===== config.mk =====
export PLATFORM = sky130hd
export DESIGN_NAME = insertion_sort_engine_unit
export DESIGN_NICKNAME = d
export VERILOG_FILES = /design/src/ise_pkg.sv /design/src/insertion_sort_engine_unit.sv /design/src/ise_cell.sv
export SDC_FILE = /design/constraint.sdc
export NUM_CORES = 1
export LEC_CHECK = 0
export BUFFER_PORTS_ARGS = -buffer_cell sky130_fd_sc_hd__buf_2
export CAP_MARGIN = 20
export CELL_PAD_IN_SITES_DETAIL_PLACEMENT = 1
export CELL_PAD_IN_SITES_GLOBAL_PLACEMENT = 2
export CORE_ASPECT_RATIO = 0.7
export CORE_MARGIN = 4
export CORE_UTILIZATION = 42
export DETAILED_ROUTE_END_ITERATION = 10
export PLACE_DENSITY = 0.88
export SYNTH_ARGS = -nofsm -noshare
export SYNTH_HDL_FRONTEND = slang
export SYNTH_SLANG_ARGS = --single-unit

===== constraint.sdc =====
create_clock -name clock -period 5 [get_ports clock]
set_input_delay 0.25 -clock clock [delete_from_list [all_inputs] [get_ports clock]]
set_output_delay 0.25 -clock clock [all_outputs]
set_load 0.1 [all_outputs]

===== src/ise_pkg.sv =====
`default_nettype none
package ise_pkg;

   localparam int DEPTH      = 16;
   localparam int DATA_WIDTH = 16;
   localparam int CNT_WIDTH  = $clog2(DEPTH + 1);

   typedef struct packed {
      logic signed [DATA_WIDTH-1:0] value;
      logic                         end_of_set;
   } req_type;

   typedef struct packed {
      logic signed [DATA_WIDTH-1:0] sorted_value;
      logic                         run_last;
      logic                         overflow;
   } rsp_type;

   // what one cell hands to its upper neighbour
   typedef struct packed {
      logic signed [DATA_WIDTH-1:0] value;
      logic                         shift;
   } link_type;

   typedef struct packed {
      logic insert;
      logic drain;
      logic occupied;
   } cell_ctl_type;

   typedef enum logic [1:0] {
      ST_IDLE  = 2'b01,
      ST_DRAIN = 2'b10
   } state_type;

endpackage
`default_nettype wire


===== src/insertion_sort_engine_unit.sv =====
// Insertion sort engine: stable ascending sort of one data set.
// Request channel: drive req_data and raise start; a request is taken at a
// rising edge with start high and busy low. Each request inserts one value
// into a row of DEPTH compare-and-shift cells, all cells updating together,
// so while a set is being loaded one request can be taken every cycle.
// A request with end_of_set high is inserted and then the set is emitted:
// from the next cycle on, busy is high and one result a cycle appears on
// rsp_data with rsp_strobe high, smallest first, the row shifting down one
// cell per cycle. A set of n values yields min(n, DEPTH) results; the last
// result carries run_last and busy is low again in the cycle after it.
// Values beyond DEPTH in one set are dropped and every result of that run
// carries overflow.
// Results are shown for exactly one cycle; the receiver cannot stall them.
// Reset (synchronous, active high) empties the row and clears the overflow
// flag; stored values need no reset since only filled cells are read.
`default_nettype none
module insertion_sort_engine_unit (
   input  wire logic             clock,
   input  wire logic             reset,
   input  wire logic             start,
   input  wire ise_pkg::req_type req_data,
   output logic                  busy,
   output logic                  rsp_strobe,
   output ise_pkg::rsp_type      rsp_data
);

   ise_pkg::state_type                 state_ff, state_in;
   logic [ise_pkg::CNT_WIDTH-1:0]      fill_ff, fill_in;
   logic                               dropped_ff, dropped_in;
   logic                               accept;
   logic                               has_room;
   logic                               do_insert;
   ise_pkg::link_type                  links [ise_pkg::DEPTH];

   assign busy      = (state_ff == ise_pkg::ST_DRAIN);
   assign accept    = start && !busy;
   assign has_room  = (fill_ff < ise_pkg::CNT_WIDTH'(ise_pkg::DEPTH));
   assign do_insert = accept && has_room;

   genvar g;
   generate
      for (g = 0; g < ise_pkg::DEPTH; g++) begin : g_cell
         ise_pkg::cell_ctl_type                 ctl;
         ise_pkg::link_type                     lower;
         logic signed [ise_pkg::DATA_WIDTH-1:0] upper;

         assign ctl.insert   = do_insert;
         assign ctl.drain    = busy;
         assign ctl.occupied = (ise_pkg::CNT_WIDTH'(g) < fill_ff);

         if (g == 0) begin : g_first
            assign lower.value = req_data.value;
            assign lower.shift = 1'b0;
         end else begin : g_inner
            assign lower = links[g-1];
         end

         if (g == ise_pkg::DEPTH - 1) begin : g_last
            assign upper = '0;
         end else begin : g_mid
            assign upper = links[g+1].value;
         end

         ise_cell u_cell (
            .clock       (clock),
            .ctl         (ctl),
            .new_value   (req_data.value),
            .lower_link  (lower),
            .upper_value (upper),
            .link_out    (links[g])
         );
      end
   endgenerate

   always_comb begin
      state_in   = state_ff;
      fill_in    = fill_ff;
      dropped_in = dropped_ff;
      unique case (state_ff)
         ise_pkg::ST_IDLE: begin
            if (accept) begin
               if (has_room) begin
                  fill_in = fill_ff + ise_pkg::CNT_WIDTH'(1);
               end else begin
                  dropped_in = 1'b1;
               end
               if (req_data.end_of_set) begin
                  state_in = ise_pkg::ST_DRAIN;
               end
            end
         end
         ise_pkg::ST_DRAIN: begin
            fill_in = fill_ff - ise_pkg::CNT_WIDTH'(1);
            if (fill_ff == ise_pkg::CNT_WIDTH'(1)) begin
               state_in   = ise_pkg::ST_IDLE;
               dropped_in = 1'b0;
            end
         end
         default: begin
            state_in = ise_pkg::ST_IDLE;
         end
      endcase
   end

   always_ff @(posedge clock) begin
      if (reset) begin
         state_ff   <= ise_pkg::ST_IDLE;
         fill_ff    <= '0;
         dropped_ff <= 1'b0;
      end else begin
         state_ff   <= state_in;
         fill_ff    <= fill_in;
         dropped_ff <= dropped_in;
      end
   end

   assign rsp_strobe            = busy;
   assign rsp_data.sorted_value = links[0].value;
   assign rsp_data.run_last     = (fill_ff == ise_pkg::CNT_WIDTH'(1));
   assign rsp_data.overflow     = dropped_ff;

endmodule
`default_nettype wire


===== src/ise_cell.sv =====
`default_nettype none
module ise_cell (
   input  wire logic                                  clock,
   input  wire ise_pkg::cell_ctl_type                 ctl,
   input  wire logic signed [ise_pkg::DATA_WIDTH-1:0] new_value,
   input  wire ise_pkg::link_type                     lower_link,
   input  wire logic signed [ise_pkg::DATA_WIDTH-1:0] upper_value,
   output ise_pkg::link_type                          link_out
);

   logic signed [ise_pkg::DATA_WIDTH-1:0] value_ff;
   logic signed [ise_pkg::DATA_WIDTH-1:0] value_in;
   logic                                  shift;

   // strictly greater moves up, so equal keys keep arrival order
   assign shift = !ctl.occupied || (value_ff > new_value);

   always_comb begin
      value_in = value_ff;
      if (ctl.drain) begin
         value_in = upper_value;
      end else if (ctl.insert && shift) begin
         value_in = lower_link.shift ? lower_link.value : new_value;
      end
   end

   always_ff @(posedge clock) begin
      value_ff <= value_in;
   end

   assign link_out.value = value_ff;
   assign link_out.shift = shift;

endmodule
`default_nettype wire


==> flow_summary.yaml <==
worst_setup_path:
  crit_chain: "nand2b_4, inv_6, buf_12, buf_2"
  crit_path_max_fanout: 154
  reg2reg_depth: 8
  crit_path_end_kind: "output port"
  path_class: "reg2out"
  startpoint_type: "flip-flop"
  timing.rr.end: "g_cell[11].u_cell.value_ff[15]"
  cp-endpoint: "rsp_strobe"
  crit_slowest_cell: "inv_6"
  rr_startpoint: "g_cell[11].u_cell.value_ff[15]"
  cp_slowest_stage_delay_ns: 0.74
  critPathLaunch: "state_ff[1]"
  arrival_ns: 3.55
  ff2ff_setup_slack_ns: 1.52
  crit_required_ns: 4.75
logic_synthesis:
  yosys.area.top_type: "edfxtp_1"
  synth-compound-area-share_pct: 21.3
  syn_inst: 2128
  synth-seq-cells: 264
  synth_area_leaders: "edfxtp_1 (36%), ha_1 (15%), a21oi_1 (6.7%), mux2i_1 (5.8%), nor2_1 (5.7%)"
  synth_xor_area_share_pct: 0.132
  synth.top_cell.area_share_pct: 36.2
  synth_top_family_by_area: "compound AO/OA/AOI/OAI gates"
  syn-cell-area_mm2: 0.0199
  synthAdderAreaFrac_pct: 15.3
  synthMuxAreaShare_pct: 5.83
  yosys.area_share.simple_pct: 14.0
  syn_area_per_cell_um2: 9.37
  synth_seq_area_share_pct: 38.6
  async_flop_share_pct: 0
  yosys_warnings: 0
  synth_flop_cell: "edfxtp_1"
  synth_edf_count: 240
  syn_nets: 2391
  yosysUniqueCellTypes: 71
die:
  rows: 66
  dieArea_mm2: 0.0511
  die_w_um: 268
  io_pins: 40
  initial_core_util_pct: 42.7
  coreArea_mm2: 0.0467
  die_h_um: 190
clocking:
  holdBufCountCts: 1
  htree_num_levels: 1
  cts_setup_buffers: 0
  numCtsBuffers: 30
  cts_root_buf: "clkbuf_16"
  tritoncts: "done"
  cts.repair.resized: 0
  cts_sinks: 264
  path_clk_slew_ns: 0.06
  clock_path_buffers: 3
  insertion_delay_ns: 0.59
power:
  p_leak_nw: 8.78
  ir_drop_uv: 239
  power_density_mw_per_mm2: 341
sta:
  clock.fmax_ghz: 0.263
  rsz0062_at_grt: "no"
  skew_ns: 0.0328
  whs_ns: 0.0848
  drv_slew: 0
  fin_crit_sh_pct: 76.1
  setup_violations: 0
  setup_tns_ns: 0
  period_minus_slack_ns: 3.80
  finalHoldViolCount: 0
  slew_headroom_pct: 38.0
  worstMarginPinSlew_ns: 0.922
  finalWorstSetupSlack_ns: 1.20
finish:
  antennaDiodeCount: 0
  area_growth_pct: 9.55
  multi_input_area_mm2: 0.0113
  finalCoreUtilization_pct: 46.8
  n_fill_cell: 5315
  fin_area_mm2: 0.0218
  layout-drive-gt1-share_pct: 11.7
  seq_area_mm2: 0.00769
  nets: 2388
routing:
  drt_iter0_markers: 2059
  wl_mm: 78.5
  routedWlPerCell_um: 28.4
  via_count: 18267
  drc: 0
  first_pass_iters: 5
  viasPerCell: 6.62
  ant_nets: 0
placement:
  dpl_worst_slack_ns: 1.03
  hpwl_mm: 56.5
  io_buffers: 39
  placed_area_mm2: 0.0208
  gp_congestion: 0.893
global_route:
  grt_start_max_net_pins: 155
  antenna_found_initial: 1
  grtUsageTotal_pct: 29.9
  grt_pass1_wl_mm: 116
  grt_overflow: 0
  grt_pass1_vias: 18110
hold_path:
  hold_class: "in2reg"
job:
  drv_cap: 0
status:
  status: "finished, final reports clean"
## kinds of logic (layout without fill, tap and decap cells)
group | Yosys count | count (layout)
compound gates | 670 | 670
simple gates | 616 | 616
flops | 264 | 264
fa+ha+maj | 243 | 243
buf+inv | 216 | 236
mux | 116 | 116
xor+xnor | 3 | 3
## cells in the mapped netlist (all sizes together) (3+ instances only)
| library cell | count |
|---|---|
| a311oi | 16 |
| and3 | 8 |
| edfxtp | 240 |
| a21bo | 30 |
| a211oi | 15 |
| a221oi | 7 |
| nor2b | 17 |
| nand3 | 20 |
| o21a | 5 |
| mux2i | 115 |
| a2111oi | 3 |
| a22oi | 6 |
| a21boi | 4 |
| a21o | 19 |
| clkbuf | 114 |
| nor3 | 11 |
| dfxtp | 24 |
| o21ai | 120 |
| a21oi | 268 |
| nand4 | 47 |
| nand2b | 23 |
| ha | 243 |
| or3 | 10 |
| o211ai | 20 |
| buf | 47 |
| nand3b | 5 |
| o221ai | 19 |
| nor2 | 302 |
| inv | 55 |
| and4 | 8 |
| o221a | 32 |
| a31oi | 67 |
| o22ai | 20 |
| nor4 | 28 |
| nand2 | 128 |
## through the flow
step,power (mW),std cells
floorplan,4.39,2128
global placement,5.00,2703
detailed placement,5.14,2703
CTS,7.39,2759
global route,7.76,2760
finish,7.43,2760
## critical path: cells and delay by family (launching register included)
kind	cells	cell delay (ns)
buffers and inverters	3	1.85
flip-flops	1	0.55
AND/OR/NAND/NOR	1	0.42
## per-layer routing
| metal | track usage [%] | routed length (µm) |
|---|---|---|
| met4 | 6.93 | 2100 |
| met5 | 0 | 13 |
| met3 | 8.49 | 9180 |
| met1 | 46.1 | 36600 |
| met2 | 40.9 | 30600 |
## how the worst min path moves through the flow
stage                    start         end  slack (ns)  depth (start not counted)
CTS                      start  dropped_ff        0.06                          3
global route             start  dropped_ff        0.08                          3
global placement    dropped_ff  dropped_ff        0.44                          2
detailed placement  dropped_ff  dropped_ff        0.46                          2
floorplan                reset  dropped_ff        0.32                          1
finish                   start  dropped_ff        0.08                          3
## final cells by class
class,count,area share [%]
clock inverter,17,0.607
timing repair buffer,126,4.05
sequential,264,35.2
multi-input combinational,1648,51.8
clock buffer,38,3.81
inverter,55,0.969
tap,612,3.51
## cells in the final DEF (no fill, tap or decap), drive strengths merged, types with 7 or more instances in the layout
cell type	n
ha	243
nand2b	23
nor2	302
o221ai	19
buf	125
clkbuf	38
a31oi	67
a21o	19
edfxtp	240
mux2i	115
a221oi	7
a21bo	30
or3	10
inv	55
o211ai	20
and4	8
nand4	47
a311oi	16
dfxtp	24
nand3	20
nor2b	17
a211oi	15
o22ai	20
a21oi	268
nand2	128
nor4	28
o21ai	120
and3	8
o221a	32
clkinv	15
nor3	11
## power by group
part           switching (mW)  internal [mW]  leakage, nW
Clock                   0.989           1.27        0.484
Sequential              0.381           2.80         2.57
Combinational            1.23          0.763         5.73
Total                    2.60           4.84         8.78
## registers in the layout, summed over array words and instances (netlist names)
name,cells
fill_ff,5
dropped_ff,1
state_ff,2
g_cell.u_cell.value_ff,256
(Power assumes the default switching activity.)
